--- src/rtl/core/colc_pkg.sv ---
package colc_pkg;

    // Classification of one operation word
    typedef enum logic [1:0] {
        CLASS_LEGAL   = 2'd0,
        CLASS_ILLEGAL = 2'd1,
        CLASS_LINE_A  = 2'd2,
        CLASS_LINE_F  = 2'd3
    } t_op_class;

    localparam int unsigned WORD_W   = 16;
    localparam int unsigned CLASS_W  = 2;
    localparam int unsigned VECTOR_W = 4;
    localparam int unsigned S_DATA_W = 16;
    localparam int unsigned M_DATA_W = 8;

    localparam logic [VECTOR_W-1:0] VEC_NONE    = 4'd0;
    localparam logic [VECTOR_W-1:0] VEC_ILLEGAL = 4'd4;
    localparam logic [VECTOR_W-1:0] VEC_LINE_A  = 4'd10;
    localparam logic [VECTOR_W-1:0] VEC_LINE_F  = 4'd11;

    // Special words of the miscellaneous line
    localparam logic [WORD_W-1:0] W_ILLEGAL_OP = 16'h4AFC;
    localparam logic [WORD_W-1:0] W_RTE        = 16'h4E73;
    localparam logic [WORD_W-1:0] W_RTS        = 16'h4E75;
    localparam logic [WORD_W-1:0] W_TRAPV      = 16'h4E76;
    localparam logic [WORD_W-1:0] W_RTR        = 16'h4E77;

    // Effective-address categories; m is mode, r is register
    function automatic logic am_valid(input logic [2:0] m, input logic [2:0] r);
        return (m != 3'd7) || (r <= 3'd4);
    endfunction

    function automatic logic am_data(input logic [2:0] m, input logic [2:0] r);
        return (m != 3'd1) && am_valid(m, r);
    endfunction

    function automatic logic am_alt(input logic [2:0] m, input logic [2:0] r);
        return (m != 3'd7) || (r <= 3'd1);
    endfunction

    function automatic logic am_data_alt(input logic [2:0] m, input logic [2:0] r);
        return (m != 3'd1) && am_alt(m, r);
    endfunction

    function automatic logic am_mem_alt(input logic [2:0] m, input logic [2:0] r);
        return (m >= 3'd2) && am_alt(m, r);
    endfunction

    function automatic logic am_ctl(input logic [2:0] m, input logic [2:0] r);
        return (m == 3'd2) || (m == 3'd5) || (m == 3'd6) || ((m == 3'd7) && (r <= 3'd3));
    endfunction

    function automatic logic am_ctl_alt(input logic [2:0] m, input logic [2:0] r);
        return (m == 3'd2) || (m == 3'd5) || (m == 3'd6) || ((m == 3'd7) && (r <= 3'd1));
    endfunction

    // Line 0: bit operations and immediates
    function automatic logic grp_bits_imm(input logic [WORD_W-1:0] w);
        logic [2:0] m;
        logic [2:0] r;
        logic [1:0] sz;
        logic [2:0] sel;
        logic       ok;
        m   = w[5:3];
        r   = w[2:0];
        sz  = w[7:6];
        sel = w[11:9];
        ok  = 1'b0;
        if (w[8]) begin
            if (m == 3'd1) ok = 1'b1;
            else if (sz == 2'd0) ok = am_data(m, r);
            else ok = am_data_alt(m, r);
        end else begin
            case (sel)
                3'd0, 3'd1, 3'd5: begin
                    if ((m == 3'd7) && (r == 3'd4)) ok = (sz <= 2'd1);
                    else ok = (sz != 2'd3) && am_data_alt(m, r);
                end
                3'd2, 3'd3, 3'd6: ok = (sz != 2'd3) && am_data_alt(m, r);
                3'd4: begin
                    if (sz == 2'd0) ok = am_data(m, r) && !((m == 3'd7) && (r == 3'd4));
                    else ok = am_data_alt(m, r);
                end
                default: ok = 1'b0;
            endcase
        end
        return ok;
    endfunction

    // Lines 1..3: moves
    function automatic logic grp_move(input logic [WORD_W-1:0] w);
        logic [2:0] m;
        logic [2:0] r;
        logic [2:0] dm;
        logic [2:0] dr;
        logic       is_byte;
        logic       ok;
        m       = w[5:3];
        r       = w[2:0];
        dm      = w[8:6];
        dr      = w[11:9];
        is_byte = (w[15:12] == 4'h1);
        if (!am_valid(m, r) || (is_byte && (m == 3'd1))) ok = 1'b0;
        else if (dm == 3'd1) ok = !is_byte;
        else ok = am_data_alt(dm, dr);
        return ok;
    endfunction

    // Line 4: miscellaneous
    function automatic logic grp_misc(input logic [WORD_W-1:0] w);
        logic [2:0] m;
        logic [2:0] r;
        logic [1:0] sz;
        logic [2:0] sel;
        logic       ok;
        m   = w[5:3];
        r   = w[2:0];
        sz  = w[7:6];
        sel = w[11:9];
        ok  = 1'b0;
        if (w[8]) begin
            if (sz == 2'd3) ok = am_ctl(m, r);
            else if (sz == 2'd2) ok = am_data(m, r);
            else ok = 1'b0;
        end else begin
            case (sel)
                3'd0, 3'd1, 3'd2, 3'd3: begin
                    if ((sz != 2'd3) || (sel == 3'd0)) ok = am_data_alt(m, r);
                    else if (sel == 3'd1) ok = 1'b0;
                    else ok = am_data(m, r);
                end
                3'd4: begin
                    if (sz == 2'd0) ok = am_data_alt(m, r);
                    else if (m == 3'd0) ok = 1'b1;
                    else if (sz == 2'd1) ok = am_ctl(m, r);
                    else ok = (m == 3'd4) || am_ctl_alt(m, r);
                end
                3'd5: begin
                    if ((sz == 2'd3) && (w == W_ILLEGAL_OP)) ok = 1'b1;
                    else ok = am_data_alt(m, r);
                end
                3'd6: begin
                    if (sz < 2'd2) ok = 1'b0;
                    else ok = (m == 3'd3) || am_ctl(m, r);
                end
                default: begin
                    if (sz == 2'd0) ok = 1'b0;
                    else if (sz == 2'd1) ok = (w <= W_RTE) || (w == W_RTS) ||
                                              (w == W_TRAPV) || (w == W_RTR);
                    else ok = am_ctl(m, r);
                end
            endcase
        end
        return ok;
    endfunction

    // Line 5: quick add/sub, set on condition, decrement and branch
    function automatic logic grp_quick(input logic [WORD_W-1:0] w);
        logic [2:0] m;
        logic [2:0] r;
        logic [1:0] sz;
        logic       ok;
        m  = w[5:3];
        r  = w[2:0];
        sz = w[7:6];
        if (sz == 2'd3) ok = (m == 3'd1) || am_data_alt(m, r);
        else if (m == 3'd1) ok = (sz != 2'd0);
        else ok = am_alt(m, r);
        return ok;
    endfunction

    // Lines 8 and C: or/divide and and/multiply/exchange
    function automatic logic grp_logic(input logic [WORD_W-1:0] w, input logic is_and);
        logic [2:0] m;
        logic [2:0] r;
        logic [2:0] op;
        logic       ok;
        m  = w[5:3];
        r  = w[2:0];
        op = w[8:6];
        if ((op == 3'd3) || (op == 3'd7) || (op < 3'd3)) ok = am_data(m, r);
        else if (m <= 3'd1) begin
            if (op == 3'd4) ok = 1'b1;
            else if (!is_and) ok = 1'b0;
            else if (op == 3'd5) ok = 1'b1;
            else ok = (m == 3'd1);
        end else ok = am_mem_alt(m, r);
        return ok;
    endfunction

    // Lines 9 and D: subtract and add
    function automatic logic grp_arith(input logic [WORD_W-1:0] w);
        logic [2:0] m;
        logic [2:0] r;
        logic [2:0] op;
        logic       ok;
        m  = w[5:3];
        r  = w[2:0];
        op = w[8:6];
        if ((op == 3'd3) || (op == 3'd7)) ok = am_valid(m, r);
        else if (op < 3'd3) ok = am_valid(m, r) && !((op == 3'd0) && (m == 3'd1));
        else if (m <= 3'd1) ok = 1'b1;
        else ok = am_mem_alt(m, r);
        return ok;
    endfunction

    // Line B: compare and exclusive or
    function automatic logic grp_compare(input logic [WORD_W-1:0] w);
        logic [2:0] m;
        logic [2:0] r;
        logic [2:0] op;
        logic       ok;
        m  = w[5:3];
        r  = w[2:0];
        op = w[8:6];
        if ((op == 3'd3) || (op == 3'd7)) ok = am_valid(m, r);
        else if (op < 3'd3) ok = am_valid(m, r) && !((op == 3'd0) && (m == 3'd1));
        else if (m == 3'd1) ok = 1'b1;
        else ok = am_data_alt(m, r);
        return ok;
    endfunction

    // Line E: shifts and rotates
    function automatic logic grp_shift(input logic [WORD_W-1:0] w);
        logic ok;
        if (w[7:6] != 2'd3) ok = 1'b1;
        else if (w[11]) ok = 1'b0;
        else ok = am_mem_alt(w[5:3], w[2:0]);
        return ok;
    endfunction

    function automatic t_op_class classify(input logic [WORD_W-1:0] w);
        logic      ok;
        t_op_class cls;
        ok  = 1'b0;
        cls = CLASS_ILLEGAL;
        case (w[15:12])
            4'h0:             ok = grp_bits_imm(w);
            4'h1, 4'h2, 4'h3: ok = grp_move(w);
            4'h4:             ok = grp_misc(w);
            4'h5:             ok = grp_quick(w);
            4'h6:             ok = 1'b1;
            4'h7:             ok = !w[8];
            4'h8:             ok = grp_logic(w, 1'b0);
            4'h9, 4'hD:       ok = grp_arith(w);
            4'hB:             ok = grp_compare(w);
            4'hC:             ok = grp_logic(w, 1'b1);
            4'hE:             ok = grp_shift(w);
            default:          ok = 1'b0;
        endcase
        if (w[15:12] == 4'hA) cls = CLASS_LINE_A;
        else if (w[15:12] == 4'hF) cls = CLASS_LINE_F;
        else if (ok) cls = CLASS_LEGAL;
        else cls = CLASS_ILLEGAL;
        return cls;
    endfunction

    function automatic logic [VECTOR_W-1:0] vector_of(input t_op_class cls);
        logic [VECTOR_W-1:0] v;
        case (cls)
            CLASS_LEGAL:   v = VEC_NONE;
            CLASS_ILLEGAL: v = VEC_ILLEGAL;
            CLASS_LINE_A:  v = VEC_LINE_A;
            CLASS_LINE_F:  v = VEC_LINE_F;
            default:       v = VEC_ILLEGAL;
        endcase
        return v;
    endfunction

endpackage

--- src/rtl/core/cpu_opcode_legality_classifier_top.sv ---
// Opcode legality classifier. Each item on the slave stream is one 16-bit
// primary operation word of the base instruction set; each item on the master
// stream is its verdict: legal, illegal, line-A trap or line-F trap, with the
// matching exception vector (0, 4, 10, 11). Later-generation encodings are
// reported illegal. The block holds a word register and a result register
// with the whole decode between them, so it takes one item every cycle while
// the master side keeps up; each word goes through the word register and then
// the result register. The slave side stays ready while a result waits, as
// long as the word register is free or can move into the result register.
// There is no configuration and no state beyond the two pipeline registers.
module cpu_opcode_legality_classifier_top (
    input  logic                                i_clk,
    input  logic                                i_rst_n,
    input  logic                                i_s_tvalid,
    output logic                                o_s_tready,
    input  logic [colc_pkg::S_DATA_W-1:0]      i_s_tdata,   // [15:0] opcode_word
    output logic                                o_m_tvalid,
    input  logic                                i_m_tready,
    output logic [colc_pkg::M_DATA_W-1:0]      o_m_tdata    // [1:0] op_class,
                                                            // [5:2] exception_vector,
                                                            // [7:6] zero
);

    logic                                r_in_valid;
    logic [colc_pkg::WORD_W-1:0]         r_word;
    logic                                r_out_valid;
    logic [colc_pkg::CLASS_W-1:0]        r_class;
    logic [colc_pkg::VECTOR_W-1:0]       r_vector;

    logic                                n_in_valid;
    logic                                n_out_valid;
    logic                                w_out_free;
    logic                                w_advance;
    logic                                w_accept;
    colc_pkg::t_op_class                 w_class;

    // The result register frees up when empty or when its item is taken
    assign w_out_free = !r_out_valid || i_m_tready;
    assign w_advance  = r_in_valid && w_out_free;
    assign o_s_tready = !r_in_valid || w_out_free;
    assign w_accept   = i_s_tvalid && o_s_tready;

    assign w_class = colc_pkg::classify(r_word);

    always_comb begin
        n_in_valid  = r_in_valid;
        n_out_valid = r_out_valid;
        if (w_accept) begin
            n_in_valid = 1'b1;
        end else if (w_advance) begin
            n_in_valid = 1'b0;
        end
        if (w_advance) begin
            n_out_valid = 1'b1;
        end else if (i_m_tready) begin
            n_out_valid = 1'b0;
        end
    end

    always_ff @(posedge i_clk) begin
        if (!i_rst_n) begin
            r_in_valid  <= 1'b0;
            r_out_valid <= 1'b0;
        end else begin
            r_in_valid  <= n_in_valid;
            r_out_valid <= n_out_valid;
        end
    end

    // Capture the word on accept; hold it otherwise
    always_ff @(posedge i_clk) begin
        if (w_accept) begin
            r_word <= i_s_tdata[colc_pkg::WORD_W-1:0];
        end
    end

    // Load the verdict when the word moves forward
    always_ff @(posedge i_clk) begin
        if (w_advance) begin
            r_class  <= w_class;
            r_vector <= colc_pkg::vector_of(w_class);
        end
    end

    assign o_m_tvalid = r_out_valid;
    assign o_m_tdata  = {2'b00, r_vector, r_class};

`ifndef SYNTHESIS
    // A word that moves forward shows up as a result in the next cycle
    a_advance_to_out: assert property (@(posedge i_clk) disable iff (!i_rst_n)
        w_advance |=> r_out_valid)
        else $error("advanced word did not reach the result register");

    // A word that cannot move forward stays put
    a_word_held: assert property (@(posedge i_clk) disable iff (!i_rst_n)
        (r_in_valid && !w_out_free) |=> (r_in_valid && $stable(r_word)))
        else $error("stalled word lost or changed");

    // The vector always agrees with the class of a shown result
    a_vector_match: assert property (@(posedge i_clk) disable iff (!i_rst_n)
        r_out_valid |-> (r_vector == colc_pkg::vector_of(colc_pkg::t_op_class'(r_class))))
        else $error("exception vector does not match class");

    // Reset empties the pipeline
    a_reset_empty: assert property (@(posedge i_clk)
        !i_rst_n |=> (!r_in_valid && !r_out_valid))
        else $error("pipeline not empty after reset");
`endif

endmodule
--- config.mk ---
export PLATFORM = sky130hd
export DESIGN_NAME = cpu_opcode_legality_classifier_top
export DESIGN_NICKNAME = d
export VERILOG_FILES = /design/src/rtl/core/colc_pkg.sv /design/src/rtl/core/cpu_opcode_legality_classifier_top.sv
export SDC_FILE = /design/constraint.sdc
export NUM_CORES = 1
export LEC_CHECK = 0
export ABC_CLOCK_PERIOD_IN_PS = 2400
export CAP_MARGIN = 20
export CELL_PAD_IN_SITES_DETAIL_PLACEMENT = 1
export CELL_PAD_IN_SITES_GLOBAL_PLACEMENT = 2
export CORE_MARGIN = 5
export CORE_UTILIZATION = 39
export DETAILED_ROUTE_END_ITERATION = 7
export DONT_BUFFER_PORTS = 1
export PLACE_DENSITY = 0.85
export SYNTH_ARGS = -nofsm -noshare
export SYNTH_HDL_FRONTEND = slang
export SYNTH_SLANG_ARGS = --single-unit
--- constraint.sdc ---
create_clock -name i_clk -period 2.4 [get_ports i_clk]
set_clock_uncertainty 0.15 [all_clocks]
set_input_delay 0.48 -clock i_clk [delete_from_list [all_inputs] [get_ports i_clk]]
set_output_delay 0.48 -clock i_clk [all_outputs]
set_load 0.05 [all_outputs]
# Word-level counts from Yosys, hierarchy flattened

Index checks and enable logic that the tools add are counted.

Magnitude comparators: 10
Multiplexer cells: 47
Reduce and logical (&&, ||, !) cells: 55
Equal/unequal tests: 49

Operators by type and width:

| kind                 | number |
|---|---|
| $eq 16x15->1 const B | 4 |
| $mux 1               | 41 |
| $eq 3x3->1 const B   | 11 |
| $eq 4x4->1 const B   | 8 |
| $logic_or 1x1->1     | 19 |
| $eq 4x3->1 const B   | 4 |
| $le 16x15->1 const B | 1 |
| $pmux 4 s4           | 1 |
| $eq 3x2->1 const B   | 5 |
| $logic_and 1x1->1    | 15 |
| $pmux 1 s11          | 1 |
| $eq 3x1->1 const B   | 3 |
| $le 3x1->1 const B   | 3 |
| $logic_not 3->1      | 3 |
| $reduce_or 3->1      | 3 |
| $eq 2x2->1 const B   | 4 |
| $eq 4x2->1 const B   | 2 |
| $logic_not 1->1      | 7 |
| $ne 3x1->1 const B   | 2 |
| $ne 3x3->1 const B   | 2 |
| $reduce_bool 2->1    | 3 |
| $eq 2x1->1 const B   | 2 |
| $eq 4x1->1 const B   | 1 |
| $logic_not 2->1      | 2 |
| other kinds (13)     | 14 |

Output and inout port bits: 10
Word-level logic and storage cells: 166
Register bits: 24
Input port bits: 20

# Logic depth before layout (Yosys ltp)

Depth in word-level cells: 16
Mapped depth: 7
Gate-level depth less buffers: 6

# Worst setup path before layout

Ideal clock, no wire load.

Path kind: register -> register
Start: register r_out_valid (netlist: o_m_tvalid)
End: register r_word[0] (netlist name), enable pin
Setup time: 319 ps
Period minus slack after synthesis: 2161 ps
Arrival: 1692 ps
Cell stages (with the launch flop): 4
Slack: 239 ps
Buffers on the path: 0
Required time: 1931 ps
Cell sequence: dfxtp_1 nor2b_1 nand2_1 and2_1

Cells in the longest elaborated chain, start to end: 4

Ends and longest elaborated chain:

| element                | line                                     | RTL |
|---|---|---|
| start, declared        | cpu_opcode_legality_classifier_top.sv:26 | `logic r_out_valid;` |
| start signal, assigned | cpu_opcode_legality_classifier_top.sv:66 | `r_out_valid <= n_out_valid;` |
| $logic_not 1->1        | cpu_opcode_legality_classifier_top.sv:38 | `assign w_out_free = !r_out_valid \|\| i_m_tready;` |
| $logic_or 1x1->1       | cpu_opcode_legality_classifier_top.sv:38 |  |
| $logic_or 1x1->1       | cpu_opcode_legality_classifier_top.sv:40 | `assign o_s_tready = !r_in_valid \|\| w_out_free;` |
| net o_s_tready         | cpu_opcode_legality_classifier_top.sv:15 | `output logic o_s_tready,` |
| $logic_and 1x1->1      | cpu_opcode_legality_classifier_top.sv:41 | `assign w_accept = i_s_tvalid && o_s_tready;` |
| end signal, assigned   | cpu_opcode_legality_classifier_top.sv:73 | `r_word <= i_s_tdata[colc_pkg::WORD_W-1:0];` |
| end, declared          | cpu_opcode_legality_classifier_top.sv:25 | `logic [colc_pkg::WORD_W-1:0] r_word;` |

The timed path passes the listed nets, and every way through them passes these cells.
A chain may end at the register's enable or synchronous reset.

# Worst setup path in the final report

Start: register r_word[5] (netlist name)
End: register r_vector[2] (netlist name) (data pin)

Cells in the longest elaborated chain, start to end: 16
Elaborated cells between the ends (all ways): 90
Classes of those cells: order compare (3); eq/ne (16); mux (41); reduce/logical (30)

Ends and longest elaborated chain:

| element                                               | line                                     | RTL |
|---|---|---|
| branches (longest 10 deep; another with $le 16x15->1) | --                                       |  |
| $pmux 1 s11 *                                         | colc_pkg.sv:238                          | `case (w[15:12])` |
| $mux 1 *                                              | colc_pkg.sv:254                          | `else if (ok) cls = CLASS_LEGAL;` |
| $mux 2 *                                              | colc_pkg.sv:253                          | `else if (w[15:12] == 4'hF) cls = CLASS_LINE_F;` |
| $mux 2 *                                              | colc_pkg.sv:252                          | `if (w[15:12] == 4'hA) cls = CLASS_LINE_A;` |
| $eq 2x2->1 (tied with other cells)                    | colc_pkg.sv:261                          | `case (cls)` |
| $pmux 4 s4 *                                          | colc_pkg.sv:261                          |  |
| end signal, assigned                                  | cpu_opcode_legality_classifier_top.sv:81 | `r_vector <= colc_pkg::vector_of(w_class);` |
| end, declared                                         | cpu_opcode_legality_classifier_top.sv:28 | `logic [colc_pkg::VECTOR_W-1:0] r_vector;` |

Every way passes the cells marked *.

==> qor.yml <==
floorplanning:
  die_w_um: 71.1
  core_area_sq_um: 3630
  die-area_sq_um: 5060
  die_y_um: 71.1
  initial_core_util: 0.401
  ios: 30
  rows: 22
detailed_routing:
  drc: 0
  dr.pass1.iters: 4
  wl_um: 3440
  routedWlPerCell_um: 17.7
  ant_nets: 0
  drtIter0Drc: 45
  vias: 1150
  viasPerCell: 5.93
finish:
  final_layout_size_suffix_gt1_frac: 0.171
  nets: 167
  design_area_sq_um: 1540
  area_growth_pct: 5.67
  final_cells: 194
  nFillCells: 425
  num_antenna_cells: 0
  layout_commonest_cell: "edfxtp_1"
  final_cell_mix: "edfxtp_1, buf_4, nand2_1"
worst_setup_path:
  path_max_fanout: 7
  r2r-end: "r_vector[2]"
  r2r_cells: 7
  endpoint_kind: "register"
  reg2reg_from: "r_word[5]"
  worstPathArrival_ps: 2200
  cp-start-kind: "register"
  crit_type: "register to register"
  r2r_slack_ps: 150
  required_ps: 2350
run:
  cap_violations: 0
global_route:
  grtUsageTotal: 0.140
  overflow: 0
  grt_pass1_vias: 1139
  grt_pass1_wl_um: 5570
  antenna_found_initial: 0
  grt_max_degree: 17
sta:
  timing.final.crit_period_ps: 2250
  worst_pin_slew_ps: 621
  fin_setup_tns_ps: 0
  finalMaxSlewViolations: 0
  hold_viol_final: 0
  fmax_mhz: 445
  slew_headroom: 0.586
  timing.final.ws_setup_ps: 155
  fin_crit_sh: 0.936
  setup_viol: 0
clock_tree:
  clock_latency_ps: 260
  cts_tree: "done"
  htree_levels: 1
  cts_root_buffer: "clkbuf_8"
  cts_resized: 0
  cts.clk_slew.worst_paths_ps: 80
  clock_sinks: 23
  clk_path_buf_depth: 2
  cts_made_buffers: 3
  hold_buffers: 0
pwr:
  power_uw: 871
  power.density_nw_per_um2: 566
  power_leakage_uw: 0.000527
  ir_drop_uv: 371
yosys:
  synth_flop_cell: "edfxtp_1"
  synthDistinctLibCells: 49
  synth_edf_count: 21
  syn_inst: 140
  synth_area_per_cell_sq_um: 10.4
  async_reset_ff_frac: 0
  yosys_warnings: 0
  syn-cell-area_sq_um: 1460
  synth-seq-area-share: 0.460
  synth_seq_cells: 23
place:
  hpwlAfterDp_um: 2690
  dpl_worst_slack_ps: 106
  port_buffers: 0
  placed_area_sq_um: 1470
  place.gp.congestion: 0.913
  dp.cells: 187
worst_hold_path:
  hold_path.class: "input port to register"
  hold_end: "r_word[14]"
  hold_depth: 0
  hp-start: "i_s_tdata[14]"
status:
  status: "completed"
## repair_timing
item / 4_1_cts / 5_1_grt
endpoints found under the hold margin: 0 / 0
setup buffers: 0 / 3
endpoints found under the setup margin: 0 / 2
## layer usage
metal,track usage,routed length [um],up-vias
met3,0.0270,140,4
met2,0.231,1700,35
met5,0,0,-
met4,0.0438,40,0
li1,-,-,549
met1,0.186,1550,562
## sequential cells by signal (all words and copies together) (netlist names)
| name | flops |
|---|---|
| r_vector | 3 |
| r_word | 16 |
| r_class | 2 |
| o_m_tvalid | 1 |
| r_in_valid | 1 |
## stage by stage
step,utilization,hold WS (ps)
2_1_floorplan,-,327
3_3_place_gp,0.405,335
3_5_place_dp,0.405,357
4_1_cts,0.417,155
5_1_grt,0.424,136
6_report,0.424,162
## critical path, stage by stage (launching register included)
cell and delay, ps:
edfxtp_1 490, buf_4 190, or3b_4 410, o21ai_1 170
mux2i_1 130, a211oi_1 260, o211ai_1 140, nor3_1 150
## worst max-delay path by stage
stage,startpoint,slack (ps),end
finish,r_word[5],150,r_vector[2]
global route,r_word[5],-2,r_vector[2]
CTS,r_word[4],100,r_class[0]
detailed placement,r_word[4],110,r_class[0]
global placement,r_word[4],110,r_vector[2]
floorplan,o_m_tvalid,240,r_word[0]
## power by group
group / switching (uW) / leakage [uW] / internal, uW
sequential: 44.3 / 0.000220 / 466
combinational: 83.7 / 0.000284 / 52.7
clock: 107 / 0.0000228 / 118
total: 234 / 0.000527 / 637
## kinds of logic (layout without fill, tap and decap cells)
| kind of cell | Yosys count | count (layout) | synth area share |
|---|---|---|---|
| muxes | 2 | 2 | 0.0137 |
| DFF | 23 | 23 | 0.460 |
| and+or+nand+nor | 55 | 55 | 0.219 |
| buffers and inverters | 16 | 21 | 0.0979 |
| AOI/OAI and AO/OA | 43 | 43 | 0.206 |
| other | 1 | 2 | 0.00257 |
## final cells by class
class | count | area (sq um) | area share
sequential | 23 | 671 | 0.436
multi-input combinational | 102 | 647 | 0.420
timing repair buffer | 14 | 105 | 0.0683
tap | 48 | 60.1 | 0.0390
clock buffer | 4 | 45.0 | 0.0293
inverter | 3 | 11.3 | 0.00732
## cells in the mapped netlist (all sizes together) (2+ instances only)
cell type / instances / share of area
edfxtp: 21 / 0.43
inv: 3 / 0.0077
or2: 2 / 0.0086
buf: 6 / 0.032
nor3: 4 / 0.014
o211ai: 5 / 0.026
o2111ai: 3 / 0.018
mux2i: 2 / 0.014
a311oi: 2 / 0.012
nor2: 8 / 0.021
a32oi: 2 / 0.012
dfxtp: 2 / 0.027
nand3: 2 / 0.0069
nor2b: 8 / 0.034
or3b: 3 / 0.020
clkbuf: 6 / 0.036
o22ai: 2 / 0.0086
a31oi: 5 / 0.021
o21ai: 6 / 0.021
a21oi: 8 / 0.030
nor3b: 2 / 0.010
nor4: 3 / 0.017
a211oi: 3 / 0.015
nand2: 13 / 0.034
nand4: 4 / 0.021
(Power assumes the default switching activity.)
